===== src/rtl/hid_to_ps2_set2_scan_fifo_assert.svh =====
// Assertion macros for the HID to PS/2 scan FIFO block.
// Included by h2ps2_datapath, the RTL file that carries concurrent assertions; no dependencies.
`ifndef HID_TO_PS2_SET2_SCAN_FIFO_ASSERT_SVH
`define HID_TO_PS2_SET2_SCAN_FIFO_ASSERT_SVH

// same-cycle implication
`define H2PS2_ASSERT_IMPLY(label, clk, rst, ante, cons, msg) \
   label: assert property (@(posedge clk) disable iff (rst) (ante) |-> (cons)) \
      else $error(msg);

// next-cycle implication
`define H2PS2_ASSERT_NEXT(label, clk, rst, ante, cons, msg) \
   label: assert property (@(posedge clk) disable iff (rst) (ante) |=> (cons)) \
      else $error(msg);

`endif


===== src/rtl/h2ps2_pkg.sv =====
// Shared types, constants and the HID usage to set 2 make code table.
// No dependencies; used by the datapath, controller and top level RTL files.
`default_nettype none

package h2ps2_pkg;

   localparam int DEFAULT_FIFO_DEPTH = 512;

   localparam logic [7:0] PFX_EXT = 8'hE0;
   localparam logic [7:0] PFX_BRK = 8'hF0;

   // which byte a push writes
   localparam logic [1:0] SEL_EXT  = 2'd0;
   localparam logic [1:0] SEL_BRK  = 2'd1;
   localparam logic [1:0] SEL_CODE = 2'd2;

   // bit 8: extended (E0 prefix), bits 7..0: make code, 0 = unmapped
   typedef logic [8:0] keymap_entry_type;

   typedef struct packed {
      logic       load;       // latch request word, clear result
      logic       set_empty;  // read found the FIFO empty
      logic       do_read;    // read memory at read pointer, pop
      logic       take_read;  // move read data into result
      logic       push;       // write one byte (dropped when full)
      logic [1:0] sel;        // byte select for push
   } ctrl_cmd_type;

   typedef struct packed {
      logic is_read;
      logic mapped;
      logic ext;
      logic pressed;
      logic empty;
   } dp_status_type;

   function automatic keymap_entry_type keymap(input logic [7:0] usage);
      keymap_entry_type entry;
      case (usage)
         8'h04: entry = {1'b0, 8'h1C};
         8'h05: entry = {1'b0, 8'h32};
         8'h06: entry = {1'b0, 8'h21};
         8'h07: entry = {1'b0, 8'h23};
         8'h08: entry = {1'b0, 8'h24};
         8'h09: entry = {1'b0, 8'h2B};
         8'h0A: entry = {1'b0, 8'h34};
         8'h0B: entry = {1'b0, 8'h33};
         8'h0C: entry = {1'b0, 8'h43};
         8'h0D: entry = {1'b0, 8'h3B};
         8'h0E: entry = {1'b0, 8'h42};
         8'h0F: entry = {1'b0, 8'h4B};
         8'h10: entry = {1'b0, 8'h3A};
         8'h11: entry = {1'b0, 8'h31};
         8'h12: entry = {1'b0, 8'h44};
         8'h13: entry = {1'b0, 8'h4D};
         8'h14: entry = {1'b0, 8'h15};
         8'h15: entry = {1'b0, 8'h2D};
         8'h16: entry = {1'b0, 8'h1B};
         8'h17: entry = {1'b0, 8'h2C};
         8'h18: entry = {1'b0, 8'h3C};
         8'h19: entry = {1'b0, 8'h2A};
         8'h1A: entry = {1'b0, 8'h1D};
         8'h1B: entry = {1'b0, 8'h22};
         8'h1C: entry = {1'b0, 8'h35};
         8'h1D: entry = {1'b0, 8'h1A};
         8'h1E: entry = {1'b0, 8'h16};
         8'h1F: entry = {1'b0, 8'h1E};
         8'h20: entry = {1'b0, 8'h26};
         8'h21: entry = {1'b0, 8'h25};
         8'h22: entry = {1'b0, 8'h2E};
         8'h23: entry = {1'b0, 8'h36};
         8'h24: entry = {1'b0, 8'h3D};
         8'h25: entry = {1'b0, 8'h3E};
         8'h26: entry = {1'b0, 8'h46};
         8'h27: entry = {1'b0, 8'h45};
         8'h28: entry = {1'b0, 8'h5A};
         8'h29: entry = {1'b0, 8'h76};
         8'h2A: entry = {1'b0, 8'h66};
         8'h2B: entry = {1'b0, 8'h0D};
         8'h2C: entry = {1'b0, 8'h29};
         8'h2D: entry = {1'b0, 8'h4E};
         8'h2E: entry = {1'b0, 8'h55};
         8'h2F: entry = {1'b0, 8'h54};
         8'h30: entry = {1'b0, 8'h5B};
         8'h31: entry = {1'b0, 8'h5D};
         8'h32: entry = {1'b0, 8'h5D};
         8'h33: entry = {1'b0, 8'h4C};
         8'h34: entry = {1'b0, 8'h52};
         8'h35: entry = {1'b0, 8'h0E};
         8'h36: entry = {1'b0, 8'h41};
         8'h37: entry = {1'b0, 8'h49};
         8'h38: entry = {1'b0, 8'h4A};
         8'h39: entry = {1'b0, 8'h58};
         8'h3A: entry = {1'b0, 8'h05};
         8'h3B: entry = {1'b0, 8'h06};
         8'h3C: entry = {1'b0, 8'h04};
         8'h3D: entry = {1'b0, 8'h0C};
         8'h3E: entry = {1'b0, 8'h03};
         8'h3F: entry = {1'b0, 8'h0B};
         8'h40: entry = {1'b0, 8'h83};
         8'h41: entry = {1'b0, 8'h0A};
         8'h42: entry = {1'b0, 8'h01};
         8'h43: entry = {1'b0, 8'h09};
         8'h44: entry = {1'b0, 8'h78};
         8'h45: entry = {1'b0, 8'h07};
         8'h47: entry = {1'b0, 8'h7E};
         8'h49: entry = {1'b1, 8'h70};
         8'h4A: entry = {1'b1, 8'h6C};
         8'h4B: entry = {1'b1, 8'h7D};
         8'h4C: entry = {1'b1, 8'h71};
         8'h4D: entry = {1'b1, 8'h69};
         8'h4E: entry = {1'b1, 8'h7A};
         8'h4F: entry = {1'b1, 8'h74};
         8'h50: entry = {1'b1, 8'h6B};
         8'h51: entry = {1'b1, 8'h72};
         8'h52: entry = {1'b1, 8'h75};
         8'h53: entry = {1'b0, 8'h77};
         8'h54: entry = {1'b1, 8'h4A};
         8'h55: entry = {1'b0, 8'h7C};
         8'h56: entry = {1'b0, 8'h7B};
         8'h57: entry = {1'b0, 8'h79};
         8'h58: entry = {1'b1, 8'h5A};
         8'h59: entry = {1'b0, 8'h69};
         8'h5A: entry = {1'b0, 8'h72};
         8'h5B: entry = {1'b0, 8'h7A};
         8'h5C: entry = {1'b0, 8'h6B};
         8'h5D: entry = {1'b0, 8'h73};
         8'h5E: entry = {1'b0, 8'h74};
         8'h5F: entry = {1'b0, 8'h6C};
         8'h60: entry = {1'b0, 8'h75};
         8'h61: entry = {1'b0, 8'h7D};
         8'h62: entry = {1'b0, 8'h70};
         8'h63: entry = {1'b0, 8'h71};
         8'h64: entry = {1'b0, 8'h61};
         8'h65: entry = {1'b1, 8'h2F};
         8'hE0: entry = {1'b0, 8'h14};
         8'hE1: entry = {1'b0, 8'h12};
         8'hE2: entry = {1'b0, 8'h11};
         8'hE3: entry = {1'b1, 8'h1F};
         8'hE4: entry = {1'b1, 8'h14};
         8'hE5: entry = {1'b0, 8'h59};
         8'hE6: entry = {1'b1, 8'h11};
         8'hE7: entry = {1'b1, 8'h27};
         default: entry = 9'h000;
      endcase
      return entry;
   endfunction

endpackage

`default_nettype wire


===== src/rtl/h2ps2_ctrl.sv =====
// Controller FSM: sequences decode, pops and up to three pushes per word.
// Depends on h2ps2_pkg.
`default_nettype none

module h2ps2_ctrl (
   input  wire logic                    clock,
   input  wire logic                    reset,
   input  wire logic                    req_valid,
   output logic                         req_ready,
   output logic                         rsp_valid,
   input  wire logic                    rsp_ready,
   input  wire h2ps2_pkg::dp_status_type status,
   output h2ps2_pkg::ctrl_cmd_type      cmd
);

   localparam logic [2:0] S_IDLE   = 3'd0;
   localparam logic [2:0] S_DECODE = 3'd1;
   localparam logic [2:0] S_RDATA  = 3'd2;
   localparam logic [2:0] S_EXT    = 3'd3;
   localparam logic [2:0] S_BRK    = 3'd4;
   localparam logic [2:0] S_CODE   = 3'd5;
   localparam logic [2:0] S_RESP   = 3'd6;

   logic [2:0] state_ff, state_in;

   always_comb begin
      state_in  = state_ff;
      cmd       = '0;
      cmd.sel   = h2ps2_pkg::SEL_CODE;
      req_ready = 1'b0;
      rsp_valid = 1'b0;
      case (state_ff)
         S_IDLE: begin
            req_ready = 1'b1;
            if (req_valid) begin
               cmd.load = 1'b1;
               state_in = S_DECODE;
            end
         end
         S_DECODE: begin
            if (status.is_read) begin
               if (status.empty) begin
                  cmd.set_empty = 1'b1;
                  state_in      = S_RESP;
               end else begin
                  cmd.do_read = 1'b1;
                  state_in    = S_RDATA;
               end
            end else if (!status.mapped) begin
               state_in = S_RESP;
            end else if (status.ext) begin
               state_in = S_EXT;
            end else if (!status.pressed) begin
               state_in = S_BRK;
            end else begin
               state_in = S_CODE;
            end
         end
         S_RDATA: begin
            cmd.take_read = 1'b1;
            state_in      = S_RESP;
         end
         S_EXT: begin
            cmd.push = 1'b1;
            cmd.sel  = h2ps2_pkg::SEL_EXT;
            state_in = status.pressed ? S_CODE : S_BRK;
         end
         S_BRK: begin
            cmd.push = 1'b1;
            cmd.sel  = h2ps2_pkg::SEL_BRK;
            state_in = S_CODE;
         end
         S_CODE: begin
            cmd.push = 1'b1;
            cmd.sel  = h2ps2_pkg::SEL_CODE;
            state_in = S_RESP;
         end
         S_RESP: begin
            rsp_valid = 1'b1;
            if (rsp_ready) begin
               state_in = S_IDLE;
            end
         end
         default: begin
            state_in = S_IDLE;
         end
      endcase
   end

   always_ff @(posedge clock) begin
      if (reset) begin
         state_ff <= S_IDLE;
      end else begin
         state_ff <= state_in;
      end
   end

endmodule

`default_nettype wire


===== config.mk =====
export PLATFORM = sky130hd
export DESIGN_NAME = h2ps2_ctrl
export DESIGN_NICKNAME = d
export VERILOG_FILES = /design/src/rtl/hid_to_ps2_set2_scan_fifo_assert.svh /design/src/rtl/h2ps2_pkg.sv /design/src/rtl/h2ps2_ctrl.sv
export SDC_FILE = /design/constraint.sdc
export NUM_CORES = 1
export LEC_CHECK = 0
export BUFFER_PORTS_ARGS = -buffer_cell sky130_fd_sc_hd__buf_2
export CORE_AREA = 2 2 39 41
export CTS_BUF_LIST = sky130_fd_sc_hd__clkbuf_4
export DETAILED_ROUTE_END_ITERATION = 12
export DIE_AREA = 0 0 41 43
export HOLD_SLACK_MARGIN = 0.15
export RECOVER_POWER = 50
export SYNTH_ARGS = -nofsm -noshare
export SYNTH_HDL_FRONTEND = slang
export SYNTH_SLANG_ARGS = --single-unit

===== constraint.sdc =====
create_clock -name clock -period 2.2 [get_ports clock]
set_input_delay 0.44 -clock clock [delete_from_list [all_inputs] [get_ports clock]]
set_output_delay 0.44 -clock clock [all_outputs]
set_load 0.01 [all_outputs]

# --- After elaboration in Yosys (flattened, before gate mapping) ---
# Cells that the tools add are included.
# W data, S select, Z words.
word_totals:
  wordCells: 30
  register_bits: 3
op_classes:
  reduce_logical: 3
  muxes: 18
  n_eq_ne: 8
ops:
  columns: ["op", "count"]
  rows:
  - ["$mux W3", 6]
  - ["$pmux W3 S6", 1]
  - ["$eq A3 B3 Y1 const B", 3]
  - ["$pmux W3 S3", 1]
  - ["$mux W1", 8]
  - ["$eq A3 B2 Y1 const B", 2]
  - ["$mux W2", 2]
  - ["$ne A2 B2 Y1 const B", 2]
  - ["$eq A3 B1 Y1 const B", 1]
  - ["$logic_not A3 Y1", 1]
  - ["$reduce_and A2 Y1", 1]
  - ["$reduce_or A2 Y1", 1]

# --- Longest topological paths before layout ---
logic_depth:
  ltp_word: 5
  mapped_depth: 4

# --- Least setup slack after synthesis ---
# Ideal clock, no wire load.
synth_timing:
  kind: "register to output"
  start: "register state_ff[2]"
  end: "output cmd[4] in the netlist's numbering"
  arrival_ns: 1.103
  n_path_buf: 1
  slack_ns: 0.657
  path_stages_with_launch: 4
  cell_sequence: "dfxtp_1 -> buf_6 -> and2b_1 -> nor4bb_1"
synth_lines:
  columns: ["element", "line", "source"]
  rows:
  - ["from (decl)", "h2ps2_ctrl.sv:24", "logic [2:0] state_ff, state_in;"]
  - ["from (signal assigned)", "h2ps2_ctrl.sv:94", "state_ff <= state_in;"]
  - ["to (decl)", "h2ps2_ctrl.sv:13", "output h2ps2_pkg::ctrl_cmd_type cmd"]

==> flow_metrics.tcl <==
set metrics [dict create \
    postPlaceCellArea_sq_um 357 \
    multi_input_area_sq_um 188 \
    fp.dieH_microns 43 \
    p_total_uw 331 \
    register_area_sq_um 60.1 \
    clockBufferDepth 2 \
    grt_pass1_vias 277 \
    cts_setup_buffers 0 \
    critical_path_class "reg2out" \
    syn_nets 44 \
    cts_tree "yes" \
    max-vdd-ir-drop_mv 0.305 \
    clkSlewWorstSetupHoldPaths_ps 40 \
    grt_max_degree 16 \
    ys_types 25 \
    antenna_found_initial 0 \
    largest_register_ffs 3 \
    hold_path.class "in2reg" \
    drt_iter0_markers 9 \
    routed_wl_microns 720 \
    syn_avg_cell_area_sq_um 7.83 \
    fp-row-count 14 \
    reg2reg_slack_ps 1000 \
    holdWs_ps 378 \
    outcome "finished clean" \
    yosys_warnings 0 \
    die_w_microns 41 \
    post-place-ws_ps 627 \
    cts.sinks 3 \
    final_cell_area_sq_um 383 \
    initial_core_util 0.198 \
    grt_overflow_total 0 \
    hold_buffers 0 \
    antenna_cells 0 \
    fmax_ghz 0.545 \
    largestRegisters "state_ff x3" \
    rr_startpoint "state_ff[2]$_SDFFE_PP0P_" \
    post-route-period-util 0.835 \
    period_minus_slack_ps 1840 \
    hold_viol 0 \
    portBuffers 17 \
    cts-root-buf "clkbuf_4" \
    dr.pass1.iters 4 \
    maxSlewViolCount 0 \
    required_ps 1760 \
    final_nets 63 \
    setup.worst_path.start "state_ff[0]$_SDFFE_PP0P_" \
    finalSetupTns_ps 0 \
    drc 0 \
    h-tree-depth 1 \
    io_pins 18 \
    cts_buffers 3 \
    wl_per_cell_microns 10.4 \
    die_area_sq_mm 0.00176 \
    crit_fanout 10 \
    via_per_inst 4.65 \
    vias 321 \
    cap_viol_max_count 0 \
    finalWorstSetupSlack_ps 364 \
    drive_gt1_frac 0.358 \
    finalSetupViolCount 0 \
    clkLatencyLatePin_ps 240 \
    largest_register "state_ff" \
    leakage_nw 0.191 \
    skew_ps 0.299 \
    end_kind "primary output" \
    rsz0062_at_grt "no" \
    core_sq_mm 0.00138 \
    synth-seq-area-share 0.219 \
    rr_worst_depth 3 \
    syn_inst 35 \
    startpoint_type "flop" \
    crit_path_end "cmd[4]" \
    routabilityCongestion 0.755 \
    grt_usage 0.104 \
    post_cts_resized 0 \
    ys_ff_latch 3 \
    slew-limit-headroom 0.705 \
    reg2reg_to "state_ff[1]$_SDFFE_PP0P_" \
    fillers 152 \
    tightest_slew_ps 442 \
    dp_hpwl_microns 535 \
    synth_area_sq_um 274 \
    area_growth_pct 39.7 \
    p_per_area_mw_per_mm2 865 \
    crit_arrival_ps 1400 \
    grt_pass1_wl_microns 1150 \
    ant_nets 0 \
]
[metal layers]
| layer | routed length, microns | track usage | part of all wire |
|---|---|---|---|
| met2 | 312 | 0.116 | 0.43 |
| met1 | 320 | 0.128 | 0.44 |
| met5 | 0 | 0 | 0 |
| met3 | 43 | 0.0314 | 0.060 |
| met4 | 44 | 0.140 | 0.061 |
[cells by family after synthesis]
kind of cell / share of synthesized area
AOI/OAI and AO/OA: 0.192
buffers and inverters: 0.0959
DFF: 0.219
and+or+nand+nor: 0.493
[where the power goes]
| part | internal, mW | switching [mW] |
|---|---|---|
| clock network | 0.0805 | 0.0318 |
| logic | 0.0607 | 0.0614 |
| registers | 0.0664 | 0.0304 |
[through the flow]
stage	instances	utilization
CTS	69	0.279
finish	69	0.277
global placement	65	0.258
floorplan	35	-
global route	69	0.277
detailed placement	65	0.258
[Yosys cell counts]
library cell / instances / area (sq um)
buf_6: 1 / 11.3
nor3b_1: 1 / 7.51
inv_1: 1 / 3.75
nor2_1: 2 / 7.51
nor4b_1: 1 / 8.76
or2b_1: 1 / 7.51
and2b_1: 1 / 7.51
a311oi_1: 1 / 8.76
clkbuf_1: 1 / 3.75
a21oi_1: 3 / 15.0
a31oi_1: 1 / 6.26
dfxtp_1: 3 / 60.1
or4b_1: 1 / 10.0
nor3_1: 2 / 10.0
buf_4: 1 / 7.51
and4b_1: 1 / 10.0
and2_1: 1 / 6.26
and3b_2: 1 / 10.0
nor4bb_1: 1 / 10.0
nand2b_1: 1 / 6.26
nand3b_1: 3 / 22.5
a21o_1: 1 / 7.51
nand2_1: 3 / 11.3
o211a_1: 1 / 10.0
o21ai_0: 1 / 5.00
[cell usage in the layout (no fill, tap or decap), types with 2 or more instances in the layout]
cell | synthesis | final
nor3_1 | 2 | 2
nand3b_1 | 3 | 3
dfxtp_1 | 3 | 3
nor2_1 | 2 | 2
a21oi_1 | 3 | 3
clkbuf_4 | 0 | 4
clkbuf_1 | 1 | 3
buf_2 | 0 | 14
nand2_1 | 3 | 3
[critical path, stage by stage (launching register included)]
cell and delay (ps):
dfxtp_1 480, and2b_1 240, nor4bb_1 270, buf_2 170
[worst min-delay path by stage]
stage | from | slack (ps) | endpoint | depth (start not counted)
global placement | state_ff[0]$_SDFFE_PP0P_ | 590 | state_ff[1]$_SDFFE_PP0P_ | 2
CTS | reset | 380 | state_ff[1]$_SDFFE_PP0P_ | 2
detailed placement | state_ff[0]$_SDFFE_PP0P_ | 610 | state_ff[1]$_SDFFE_PP0P_ | 2
finish | reset | 380 | state_ff[1]$_SDFFE_PP0P_ | 2
global route | reset | 390 | state_ff[1]$_SDFFE_PP0P_ | 2
floorplan | reset | 510 | state_ff[1]$_SDFFE_PP0P_ | 1
[layout make-up]
cell class                      instances  share of cell area
Inverter                                1             0.00980
Clock buffer                            4              0.0784
Tap cell                               16              0.0523
Multi-Input combinational cell         28               0.490
Sequential cell                         3               0.157
Timing Repair Buffer                   17               0.212
Power figures use the tool's default switching activity.
